File: src/sml_pkg.sv
// Shared constants, types and keyword tables for the slide markup lexer.
package sml_pkg;

    typedef logic [3:0] t_kind;
    typedef logic [1:0] t_mode;

    localparam t_kind K_SLIDE    = 4'd0;
    localparam t_kind K_TITLE    = 4'd1;
    localparam t_kind K_SUBTITLE = 4'd2;
    localparam t_kind K_STRING   = 4'd3;
    localparam t_kind K_NUMBER   = 4'd4;
    localparam t_kind K_IDENT    = 4'd5;
    localparam t_kind K_COLON    = 4'd6;
    localparam t_kind K_BULLET   = 4'd7;
    localparam t_kind K_END      = 4'd8;
    localparam t_kind K_UNKNOWN  = 4'd9;
    localparam t_kind K_NEWLINE  = 4'd10;

    localparam t_mode MODE_IDLE   = 2'd0;
    localparam t_mode MODE_STRING = 2'd1;
    localparam t_mode MODE_NUMBER = 2'd2;
    localparam t_mode MODE_WORD   = 2'd3;

    localparam logic [7:0] CH_COLON = 8'h3A;
    localparam logic [7:0] CH_DASH  = 8'h2D;
    localparam logic [7:0] CH_QUOTE = 8'h22;
    localparam logic [7:0] CH_NL    = 8'h0A;
    localparam logic [7:0] CH_SPACE = 8'h20;
    localparam logic [7:0] CH_TAB   = 8'h09;
    localparam logic [7:0] CH_CR    = 8'h0D;

    // result queue depth; one request may push two results
    localparam int FIFO_DEPTH = 4;

    // keyword spellings, bit k of the alive mask tracks row k
    localparam logic [7:0] KW_TEXT [3][8] = '{
        '{8'h73, 8'h6C, 8'h69, 8'h64, 8'h65, 8'h00, 8'h00, 8'h00},  // slide
        '{8'h74, 8'h69, 8'h74, 8'h6C, 8'h65, 8'h00, 8'h00, 8'h00},  // title
        '{8'h73, 8'h75, 8'h62, 8'h74, 8'h69, 8'h74, 8'h6C, 8'h65}   // subtitle
    };
    localparam logic [3:0] KW_LEN [3] = '{4'd5, 4'd5, 4'd8};

    function automatic logic is_digit(input logic [7:0] b);
        return (b >= 8'h30) && (b <= 8'h39);
    endfunction

    function automatic logic is_alpha(input logic [7:0] b);
        return ((b >= 8'h61) && (b <= 8'h7A)) || ((b >= 8'h41) && (b <= 8'h5A));
    endfunction

endpackage

File: src/slide_markup_lexer_top.sv
// Streaming lexer for slide markup: bytes in, tokens out through a small queue.
//
//  channel | valid   | ready   | payload
//  --------+---------+---------+---------------------------------------------
//  input   | i_valid | o_ready | i_text_byte, i_end_of_text
//  output  | o_valid | i_ready | o_token_kind, o_start_offset,
//          |         |         | o_token_length, o_unterminated, o_last_result
//
// One input request per cycle while o_ready is high. Each accepted byte is lexed
// in the cycle it is taken and its zero, one or two results land in a four-entry
// result queue, to be offered on the output after any results already waiting.
// o_ready stays high while the queue has room for two results, so the input
// rate is set by how fast results drain: one result per cycle on the output
// while i_ready is high. Reset (synchronous, active low) empties the queue and
// returns the lexer to idle at offset zero. An output stall fills the queue,
// and o_ready drops while three or more results wait.
module slide_markup_lexer_top #(
    parameter int OFFSET_BITS = 16
) (
    input  logic                   i_clk,
    input  logic                   i_rst_n,
    input  logic                   i_valid,
    output logic                   o_ready,
    input  logic [7:0]             i_text_byte,
    input  logic                   i_end_of_text,
    output logic                   o_valid,
    input  logic                   i_ready,
    output sml_pkg::t_kind         o_token_kind,
    output logic [OFFSET_BITS-1:0] o_start_offset,
    output logic [OFFSET_BITS-1:0] o_token_length,
    output logic                   o_unterminated,
    output logic                   o_last_result
);
    import sml_pkg::*;

    localparam int PTR_BITS = $clog2(FIFO_DEPTH);
    localparam int CNT_BITS = $clog2(FIFO_DEPTH + 1);
    localparam logic [OFFSET_BITS-1:0] OFF_MAX = '1;

    typedef logic [OFFSET_BITS-1:0] t_off;

    typedef struct packed {
        t_kind kind;
        t_off  start;
        t_off  len;
        logic  unterm;
        logic  last;
    } t_result;

    function automatic t_off sat_inc(input t_off v);
        return (v == OFF_MAX) ? v : v + t_off'(1);
    endfunction

    // drop every keyword that no longer matches at this run position
    function automatic logic [2:0] kw_step(input logic [2:0] alive, input t_off pos,
                                           input logic [7:0] b);
        logic [2:0] a;
        a = alive;
        for (int k = 0; k < 3; k++) begin
            if ((pos >= t_off'(KW_LEN[k])) || (KW_TEXT[k][pos[2:0]] != b)) begin
                a[k] = 1'b0;
            end
        end
        return a;
    endfunction

    // lexer state
    t_mode      r_mode,      n_mode;
    t_off       r_tok_start, n_tok_start;
    t_off       r_run_len,   n_run_len;
    t_off       r_byte_pos,  n_byte_pos;
    logic [2:0] r_alive,     n_alive;

    // result queue
    t_result               r_fifo [FIFO_DEPTH];
    logic [PTR_BITS-1:0]   r_wr_ptr;
    logic [PTR_BITS-1:0]   r_rd_ptr;
    logic [CNT_BITS-1:0]   r_count;

    logic    in_fire;
    logic    out_fire;
    logic    a_v, b_v;
    t_result res_a, res_b;
    t_result flush_res;
    t_kind   word_kind;

    // what a byte does when no run is pending
    logic       ib_emit;
    t_kind      ib_kind;
    t_mode      ib_mode;
    t_off       ib_start;
    t_off       ib_len;
    logic [2:0] ib_alive;

    // results pushed this cycle
    logic [1:0] push_n;
    t_result    push0, push1;

    assign o_ready  = (r_count <= CNT_BITS'(FIFO_DEPTH - 2));
    assign in_fire  = i_valid && o_ready;
    assign o_valid  = (r_count != '0);
    assign out_fire = o_valid && i_ready;

    assign o_token_kind   = r_fifo[r_rd_ptr].kind;
    assign o_start_offset = r_fifo[r_rd_ptr].start;
    assign o_token_length = r_fifo[r_rd_ptr].len;
    assign o_unterminated = r_fifo[r_rd_ptr].unterm;
    assign o_last_result  = r_fifo[r_rd_ptr].last;

    // keyword decision for a finished letter run; slide wins over title
    always_comb begin
        priority if (r_alive[0] && (r_run_len == t_off'(KW_LEN[0]))) begin
            word_kind = K_SLIDE;
        end else if (r_alive[1] && (r_run_len == t_off'(KW_LEN[1]))) begin
            word_kind = K_TITLE;
        end else if (r_alive[2] && (r_run_len == t_off'(KW_LEN[2]))) begin
            word_kind = K_SUBTITLE;
        end else begin
            word_kind = K_IDENT;
        end
    end

    always_comb begin
        ib_emit  = 1'b0;
        ib_kind  = K_UNKNOWN;
        ib_mode  = MODE_IDLE;
        ib_start = r_tok_start;
        ib_len   = r_run_len;
        ib_alive = r_alive;
        priority if (i_text_byte == CH_COLON) begin
            ib_emit = 1'b1;
            ib_kind = K_COLON;
        end else if (i_text_byte == CH_DASH) begin
            ib_emit = 1'b1;
            ib_kind = K_BULLET;
        end else if (i_text_byte == CH_QUOTE) begin
            // string body starts after the quote
            ib_mode  = MODE_STRING;
            ib_start = sat_inc(r_byte_pos);
            ib_len   = '0;
        end else if ((i_text_byte == CH_SPACE) || (i_text_byte == CH_TAB) ||
                     (i_text_byte == CH_CR)) begin
            ib_emit = 1'b0;
        end else if (i_text_byte == CH_NL) begin
            ib_emit = 1'b1;
            ib_kind = K_NEWLINE;
        end else if (is_digit(i_text_byte)) begin
            ib_mode  = MODE_NUMBER;
            ib_start = r_byte_pos;
            ib_len   = t_off'(1);
        end else if (is_alpha(i_text_byte)) begin
            ib_mode  = MODE_WORD;
            ib_start = r_byte_pos;
            ib_len   = t_off'(1);
            ib_alive = kw_step(3'b111, '0, i_text_byte);
        end else begin
            ib_emit = 1'b1;
            ib_kind = K_UNKNOWN;
        end
    end

    always_comb begin
        flush_res.start  = r_tok_start;
        flush_res.len    = r_run_len;
        flush_res.unterm = 1'b0;
        flush_res.last   = 1'b0;
        unique case (r_mode)
            MODE_STRING: flush_res.kind = K_STRING;
            MODE_NUMBER: flush_res.kind = K_NUMBER;
            MODE_WORD:   flush_res.kind = word_kind;
            default:     flush_res.kind = K_IDENT;
        endcase

        n_mode      = r_mode;
        n_tok_start = r_tok_start;
        n_run_len   = r_run_len;
        n_byte_pos  = sat_inc(r_byte_pos);
        n_alive     = r_alive;
        a_v         = 1'b0;
        b_v         = 1'b0;
        res_a       = flush_res;
        res_b.kind   = ib_kind;
        res_b.start  = r_byte_pos;
        res_b.len    = '0;
        res_b.unterm = 1'b0;
        res_b.last   = 1'b1;

        if (i_end_of_text) begin
            // flush, end token, then back to reset state
            a_v          = (r_mode != MODE_IDLE);
            res_a.unterm = (r_mode == MODE_STRING);
            b_v          = 1'b1;
            res_b.kind   = K_END;
            n_mode      = MODE_IDLE;
            n_tok_start = '0;
            n_run_len   = '0;
            n_byte_pos  = '0;
            n_alive     = 3'b111;
        end else begin
            unique case (r_mode)
                MODE_STRING: begin
                    if (i_text_byte == CH_QUOTE) begin
                        a_v    = 1'b1;
                        n_mode = MODE_IDLE;
                    end else if (i_text_byte == CH_NL) begin
                        // unterminated; newline is lexed after the flush
                        a_v          = 1'b1;
                        res_a.unterm = 1'b1;
                        b_v          = ib_emit;
                        n_mode       = ib_mode;
                        n_tok_start  = ib_start;
                        n_run_len    = ib_len;
                        n_alive      = ib_alive;
                    end else begin
                        n_run_len = sat_inc(r_run_len);
                    end
                end
                MODE_NUMBER: begin
                    if (is_digit(i_text_byte)) begin
                        n_run_len = sat_inc(r_run_len);
                    end else begin
                        a_v         = 1'b1;
                        b_v         = ib_emit;
                        n_mode      = ib_mode;
                        n_tok_start = ib_start;
                        n_run_len   = ib_len;
                        n_alive     = ib_alive;
                    end
                end
                MODE_WORD: begin
                    if (is_alpha(i_text_byte)) begin
                        n_alive   = kw_step(r_alive, r_run_len, i_text_byte);
                        n_run_len = sat_inc(r_run_len);
                    end else begin
                        a_v         = 1'b1;
                        b_v         = ib_emit;
                        n_mode      = ib_mode;
                        n_tok_start = ib_start;
                        n_run_len   = ib_len;
                        n_alive     = ib_alive;
                    end
                end
                default: begin
                    b_v         = ib_emit;
                    n_mode      = ib_mode;
                    n_tok_start = ib_start;
                    n_run_len   = ib_len;
                    n_alive     = ib_alive;
                end
            endcase
        end

        // order results; the final one carries the last flag
        push0 = res_a;
        push1 = res_b;
        priority if (a_v && b_v) begin
            push_n = 2'd2;
        end else if (a_v) begin
            push_n     = 2'd1;
            push0.last = 1'b1;
        end else if (b_v) begin
            push_n = 2'd1;
            push0  = res_b;
        end else begin
            push_n = 2'd0;
        end
        if (!in_fire) begin
            push_n = 2'd0;
        end
    end

    always_ff @(posedge i_clk) begin
        if (!i_rst_n) begin
            r_mode      <= MODE_IDLE;
            r_tok_start <= '0;
            r_run_len   <= '0;
            r_byte_pos  <= '0;
            r_alive     <= 3'b111;
            r_wr_ptr    <= '0;
            r_rd_ptr    <= '0;
            r_count     <= '0;
        end else begin
            if (in_fire) begin
                r_mode      <= n_mode;
                r_tok_start <= n_tok_start;
                r_run_len   <= n_run_len;
                r_byte_pos  <= n_byte_pos;
                r_alive     <= n_alive;
            end
            r_wr_ptr <= r_wr_ptr + PTR_BITS'(push_n);
            if (out_fire) begin
                r_rd_ptr <= r_rd_ptr + PTR_BITS'(1);
            end
            r_count <= r_count + CNT_BITS'(push_n) - CNT_BITS'(out_fire);
        end
    end

    // queue payload, no reset
    always_ff @(posedge i_clk) begin
        if (push_n != 2'd0) begin
            r_fifo[r_wr_ptr] <= push0;
        end
        if (push_n == 2'd2) begin
            r_fifo[r_wr_ptr + PTR_BITS'(1)] <= push1;
        end
    end

`ifndef NO_ASSERTIONS
    a_count_bound: assert property (@(posedge i_clk) disable iff (!i_rst_n)
        r_count <= CNT_BITS'(FIFO_DEPTH))
        else $error("result queue overfilled");

    a_eot_restart: assert property (@(posedge i_clk) disable iff (!i_rst_n)
        (in_fire && i_end_of_text) |=> (r_byte_pos == '0) && (r_mode == MODE_IDLE))
        else $error("lexer did not restart after end of text");

    a_end_is_last: assert property (@(posedge i_clk) disable iff (!i_rst_n)
        (o_valid && (o_token_kind == K_END)) |-> o_last_result)
        else $error("end token not flagged last");

    a_unterm_string: assert property (@(posedge i_clk) disable iff (!i_rst_n)
        (o_valid && o_unterminated) |-> (o_token_kind == K_STRING))
        else $error("unterminated flag on a non-string token");
`endif

endmodule
File: config.mk
export PLATFORM = sky130hd
export DESIGN_NAME = slide_markup_lexer_top
export DESIGN_NICKNAME = d
export VERILOG_FILES = /design/src/sml_pkg.sv /design/src/slide_markup_lexer_top.sv
export SDC_FILE = /design/constraint.sdc
export NUM_CORES = 1
export LEC_CHECK = 0
export ABC_AREA = 1
export BUFFER_PORTS_ARGS = -buffer_cell sky130_fd_sc_hd__clkbuf_2
export CORE_ASPECT_RATIO = 0.7
export CORE_MARGIN = 4
export CORE_UTILIZATION = 64
export CTS_BUF_LIST = sky130_fd_sc_hd__clkbuf_4
export CTS_CLUSTER_SIZE = 25
export DETAILED_ROUTE_END_ITERATION = 8
export GPL_ROUTABILITY_DRIVEN = 0
export PLACE_DENSITY = 0.92
export REMOVE_ABC_BUFFERS = 1
export SETUP_SLACK_MARGIN = 0.5
export SLEW_MARGIN = 20
export SYNTH_ARGS = -nofsm -noshare
export SYNTH_HDL_FRONTEND = slang
export SYNTH_SLANG_ARGS = --single-unit
File: constraint.sdc
create_clock -name i_clk -period 3.3 [get_ports i_clk]
set_input_delay 0 -clock i_clk [delete_from_list [all_inputs] [get_ports i_clk]]
set_output_delay 0 -clock i_clk [all_outputs]
set_load 0.02 [all_outputs]
# --- Yosys cells after proc, flatten, opt, wreduce, memory -nomap -nowiden ---
# Memories as Yosys holds them, arrays and structs flattened. A register that Yosys moved wholly into a read port is not among the register bits.
# Cells that the tools add are included.
# W data, S select, Z words.
op_classes:
  add_sub_neg: 7
  magnitude_cmp: 10
  n_eq_ne: 28
  n_mux: 111
  n_bitwise: 1
  n_reduce_logical: 24
op_table:
  columns: ["operator", "n"]
  rows:
  - ["$mux W16", 27]
  - ["$pmux W16 S3", 2]
  - ["$mux W38", 2]
  - ["$mux W8", 6]
  - ["$mux W3", 13]
  - ["$mux W2", 19]
  - ["$mux W37", 1]
  - ["$add A16 B1 Y16 const B", 2]
  - ["$eq A16 B16 Y1 const B", 2]
  - ["$eq A8 B6 Y1 const B", 4]
  - ["$mux W1", 31]
  - ["$eq A8 B4 Y1 const B", 3]
  - ["$ne A8 B8 Y1", 3]
  - ["$mux W4", 5]
  - ["$reduce_and A5 Y1", 4]
  - ["$eq A16 B3 Y1 const B", 1]
  - ["$eq A16 B4 Y1 const B", 1]
  - ["$ge A16 B3 Y1 const B", 1]
  - ["$ge A16 B4 Y1 const B", 1]
  - ["$ge A8 B7 Y1 const B", 2]
  - ["$le A8 B7 Y1 const B", 2]
  - ["$ne A7 B8 Y1 const A", 2]
  - ["$ne A4 B4 Y1 const B", 3]
  - ["$pmux W4 S3", 1]
  - ["other kinds (23)", 43]
totals:
  reg_bits: 60
  ramBits: 152
  romBits: 192
  word_cells: 195
  memories: 4
memory_table:
  columns: ["memory", "depth", "word_bits", "read_ports", "rd_clocked_by_memory_dff", "write_ports", "line", "source"]
  rows:
  - ["r_fifo", 4, 38, 1, 1, 2, "slide_markup_lexer_top.sv:75", "t_result r_fifo [FIFO_DEPTH];"]
  - ["(name not given)", 8, 8, 1, 0, 0, "slide_markup_lexer_top.sv:60", "if ((pos >= t_off'(KW_LEN[k])) || (KW_TEXT[k][pos[2:0]] != b)) begin"]
  - ["(name not given)", 8, 8, 1, 0, 0, "slide_markup_lexer_top.sv:60", null]
  - ["(name not given)", 8, 8, 1, 0, 0, "slide_markup_lexer_top.sv:60", null]

# --- Logic depth before layout (Yosys ltp) ---
logic_depth:
  word_depth: 21
  ltp_mapped: 22
  ltp_nobuf: 21

# --- Least setup slack after synthesis ---
# Ideal clock, no wire load.
synth_path:
  kind: "reg2reg"
  from: "register r_mode[0]"
  to: "memory r_fifo[1][18] (netlist name), enable pin"
  setup_time_ns: 0.394
  t_arrival_ns: 2.571
  required_time_ns: 2.906
  path_slack_ns: 0.335
  path_stages_with_launch: 17
  period_less_slack_ns: 2.965
  path_cell_list: "dfxtp_1 -> inv_1 -> nor2_1 -> nand2_2 -> nand3_2 -> nand2_2 -> nand2_1 -> inv_1 -> ha_1 -> inv_1 -> nor2_1 -> nor2_1 -> nor2_1 -> inv_1 -> buf_2 -> clkbuf_1 -> nand2_1"
synth_rtl:
  columns: ["item", "line", "source"]
  rows:
  - ["from (decl)", "slide_markup_lexer_top.sv:68", "t_mode r_mode, n_mode;"]
  - ["from (signal assigned)", "slide_markup_lexer_top.sv:284", "r_mode <= n_mode;"]
  - ["to (decl)", "slide_markup_lexer_top.sv:75", null]

# --- Worst setup path in the final report ---
layout_path:
  from: "register r_mode[0]"
  to: "register r_count[2]"
layout_via:
  elab_chain_cells: 9
  elab_cells_between_ends: 15
  classes_between: "add/sub (2); eq/ne (3); mux (8); reduce/logical (2)"
layout_lines:
  columns: ["item", "line", "source"]
  rows:
  - ["$eq A2 B2 Y1 or $eq A2 B1 Y1 (tied branches)", "slide_markup_lexer_top.sv:200", "unique case (r_mode)"]
  - ["$pmux W1 S3", "slide_markup_lexer_top.sv:200", null]
  - ["$mux W1", "slide_markup_lexer_top.sv:188", "if (i_end_of_text) begin"]
  - ["$mux W1", "slide_markup_lexer_top.sv:261", "end else if (b_v) begin"]
  - ["$mux W1", "slide_markup_lexer_top.sv:258", "end else if (a_v) begin"]
  - ["$mux W2 *", "slide_markup_lexer_top.sv:256", "priority if (a_v && b_v) begin"]
  - ["$mux W2 *", "slide_markup_lexer_top.sv:267", "if (!in_fire) begin"]
  - ["$add A3 B2 Y3 *", "slide_markup_lexer_top.sv:294", "r_count <= r_count + CNT_BITS'(push_n) - CNT_BITS'(out_fire);"]
  - ["$sub A3 B1 Y3 *", "slide_markup_lexer_top.sv:294", null]
  - ["to (signal assigned)", "slide_markup_lexer_top.sv:294", null]
  - ["to (decl)", "slide_markup_lexer_top.sv:78", "logic [CNT_BITS-1:0] r_count;"]
# Mark *: on every way between the ends. The rest lies on a longest branch, timed or not.
# A chain may end at the register's enable or synchronous reset.

==> impl_results.md <==
* Number of global-route vias before repair at 11180
* Worst Setup End Kind: flip-flop
* Async SR Flop Fraction at 0%
* Layout cells sized above 1 at 15.46%
* Cells along the critical path: nand2_2 > inv_2 > nand4_1 > nand3_2 > nand2_2 > nand2_1 > inv_2 > ha_4 > inv_2 > nor2_4 > inv_2 > ha_1 > inv_1 > ha_1 > inv_1 > fa_2 > xor2_1 > inv_1 > nor2_1
* DR WL/cell at between 15 and 20 µm
* Vias at between 10000 and 15000
* Max-slew violation count at 0
* Clk_skew at ~0.06 ns
* Slew at the pin with the worst max-slew slack at 1.032 ns
* DIE WIDTH at 169.9 µm
* Synth Area per Inst at just over 7 µm²
* Commonest non-fill, non-tap cell in the layout: nand2_1
* Most frequent CP cell: inv_2
* Leak at around 5.4 nW
* DP Cell Count at ~1800
* Setup Viol. Count Final at 0
* Crit-path slowest cell: dfxtp_4
* HPWL after detailed placement at ~23000 µm
* EDFF count, synth at 80
* I/O pin count at 53
* Crit path DAT at 3.26 ns
* Status: completed
* Worst EP required at 3.85 ns
* Seq/Total Area, Yosys at between 40 and 50%
* Synth cell types at 44
* Maximum VDD drop at slightly above 0.4 mV
* Period minus WS final at 2.713 ns
* Total CTS buffers at a little over 50
* Post-route ant nets at 0
* Synth warnings at 0
* CTS Sinks at between 200 and 250
* Max-capacitance violation count at 0
* Post-synth top area cell: dfxtp_1
* Worst setup path category: flip-flop to flip-flop
* First-pass GRT wire length at around 56000 µm
* Port bufs at between 50 and 60
* Max_slew headroom at between 30% and 40%
* Max clock buf depth at 3
* Core area at 18010 µm²
* Critical path fanouts, max at 4
* CP bufs+invs at 7
* Fin cells at a little under 2000
* Root Buffer: clkbuf_4
* Area Growth Syn to Fin at 12.33%
* Reg clk slew, reported paths at roughly 0.070 ns
* Die Ht at 121.3 µm
* Post-synth top area share at a little under a quarter
* Commonest non-fill, non-tap cells in the layout: nand2_1 (376), nand3_1 (180), o21ai_0 (178), nor2_1 (152), dfxtp_1 (130)
* Mapped Cells at about 1600
* Synth Flop Type: dfxtp_1
* Mapped Area at around 12000 µm²
* Core Util, Final at 73.24%
* Max incr delay on CP at just under 0.4 ns
* Worst path depth at 19
* Period utilization at 82.21%
* Initial core utilization at between 60% and 70%
* Fmax at 368.6 MHz
* Routed WL at around 36000 µm
* Hold violation total from the final report at 0
* DRC viols at 0
* Largest net degree at the start of global routing at 77
* P per Cell Area at 632.1 nW/µm²
* RSZ-0062 raised after global routing: no
* DRT Pass-1 Iters at 8
* Hold depth at 5
* Clk Latency, worst-skew pair at 0.70 ns
* Gr usage total at 33.35%
* CTS tree: built
* Cell family with most CP delay: adder cells
* DRT iter0 DRCs at around 2300
* Seq cells post-synth at ~210
* Final layout net count at 1712
* Hold Path Class: input pin to flip-flop
* Grt total ovfl at 0
* Initial antenna violation count at 1
* Die area at roughly 20000 µm²
* Site Rows at a little over 40
* Area contributors post-synth: dfxtp_1 (23%), edfxtp_1 (20%), nand2_1 (12%), nand3_1 (7.7%), o21ai_0 (7.6%)
* Reg2reg path depth at 19
* H-tree levels at 2
* Vias/cell at about 6.3
* Startpoint Class: flip-flop
Yosys cell counts (4+ instances only):
cell type  instances
nand4_1           13
o211ai_1           4
ha_1              10
xor2_1            20
nand2_1          378
dfxtp_1          134
inv_1            121
nor2_2             5
buf_2             37
o21ai_1           22
nand3_1          181
a21oi_1           60
a22oi_1           11
o21ai_0          178
o22ai_1           53
clkbuf_1          56
nor2_1           163
edfxtp_1          80
nand2_2           18
nand2_4           12
nor3_1            12
inv_2             12
worst register-to-register path, cell delays in order (launching register included):
cell and delay (ns):
dfxtp_4 0.39, nand2_2 0.09, inv_2 0.09, nand4_1 0.13, nand3_2 0.12, nand2_2 0.06
nand2_1 0.09, inv_2 0.05, ha_4 0.27, inv_2 0.05, nor2_4 0.09, inv_2 0.05
ha_1 0.29, inv_1 0.07, ha_1 0.13, inv_1 0.05, fa_2 0.33, xor2_1 0.16
inv_1 0.06, nor2_1 0.03
through the flow:
stage               hold WS, ns  setup TNS, ns  instance area [µm²]  worst slack, ns  power, W
finish                   0.3625              0                13190           0.5870  0.008336
global route             0.3837              0                13190           0.4420  0.008714
CTS                      0.3059              0                12970           0.4879  0.008074
detailed placement       0.4499              0                12090           0.1839  0.005907
global placement         0.4449              0                12090           0.3633  0.005803
floorplan               0.08412         -48.53                11270          -0.6287  0.004973
worst paths after layout:
kind / from / end / slack (ns)
setup / recovery: r_mode[0]$_SDFFE_PN0P_ / r_count[2]$_SDFF_PN0_ / 0.59
hold / removal: i_ready / flip-flop / 0.36
setup reg to reg: r_mode[0]$_SDFFE_PN0P_ / r_count[2]$_SDFF_PN0_ / 0.59
hold reg to reg: r_fifo[2][0]$_SDFFE_PP1N_ / r_fifo[2][0]$_SDFFE_PP1N_ / 0.47
timing repair:
| action | 4_1_cts | 5_1_grt |
|---|---|---|
| hold endpoints to repair | 33 | 0 |
| setup endpoints to repair | 101 | 131 |
| pin swaps | 2 | 6 |
| buffers inserted | 4 | 10 |
| cloned | 0 | 2 |
| resized for setup | 13 | 31 |
| hold buffers | 18 | 0 |
power by group:
group	leakage (nW)	switching, W	total [W]	internal, W
registers	1.85	0.000150	0.00319	0.00304
clock network	0.370	0.00107	0.00216	0.00109
logic	3.22	0.00210	0.00298	0.000879
total	5.44	0.00332	0.00834	0.00501
state kept, by name (all words and copies together), names as in the netlist, named ones only:
name         flops
r_alive          3
r_mode           2
r_tok_start     16
r_count          3
r_fifo         152
r_run_len       16
r_byte_pos      16
r_wr_ptr         2
r_rd_ptr         2
cell type report:
class	instances	area [µm²]
sequential	214	5095
antenna	1	2.502
clock buffer	73	548.0
clock inverter	13	83.83
timing repair buffer	118	884.6
multi-input combinational	1169	5768
fill	1291	4818
tap	236	295.3
inverter	134	510.5
per-layer routing:
| metal | up-vias | track usage (%) | part of all wire (%) |
|---|---|---|---|
| met3 | 152 | 10.35 | 16 |
| met4 | 0 | 11.81 | 2.9 |
| li1 | 5574 | - | - |
| met1 | 5518 | 45.55 | 38 |
| met2 | 1047 | 50.27 | 44 |
| met5 | - | 0 | 0 |
cells by family after synthesis:
logic type	Yosys count	share of synthesized area, %
compound gates	339	15.66
xor+xnor	22	1.641
fa+ha+maj	11	1.236
buf+inv	235	8.270
flops	214	43.31
simple gates	796	29.88
Power figures use the tool's default switching activity.
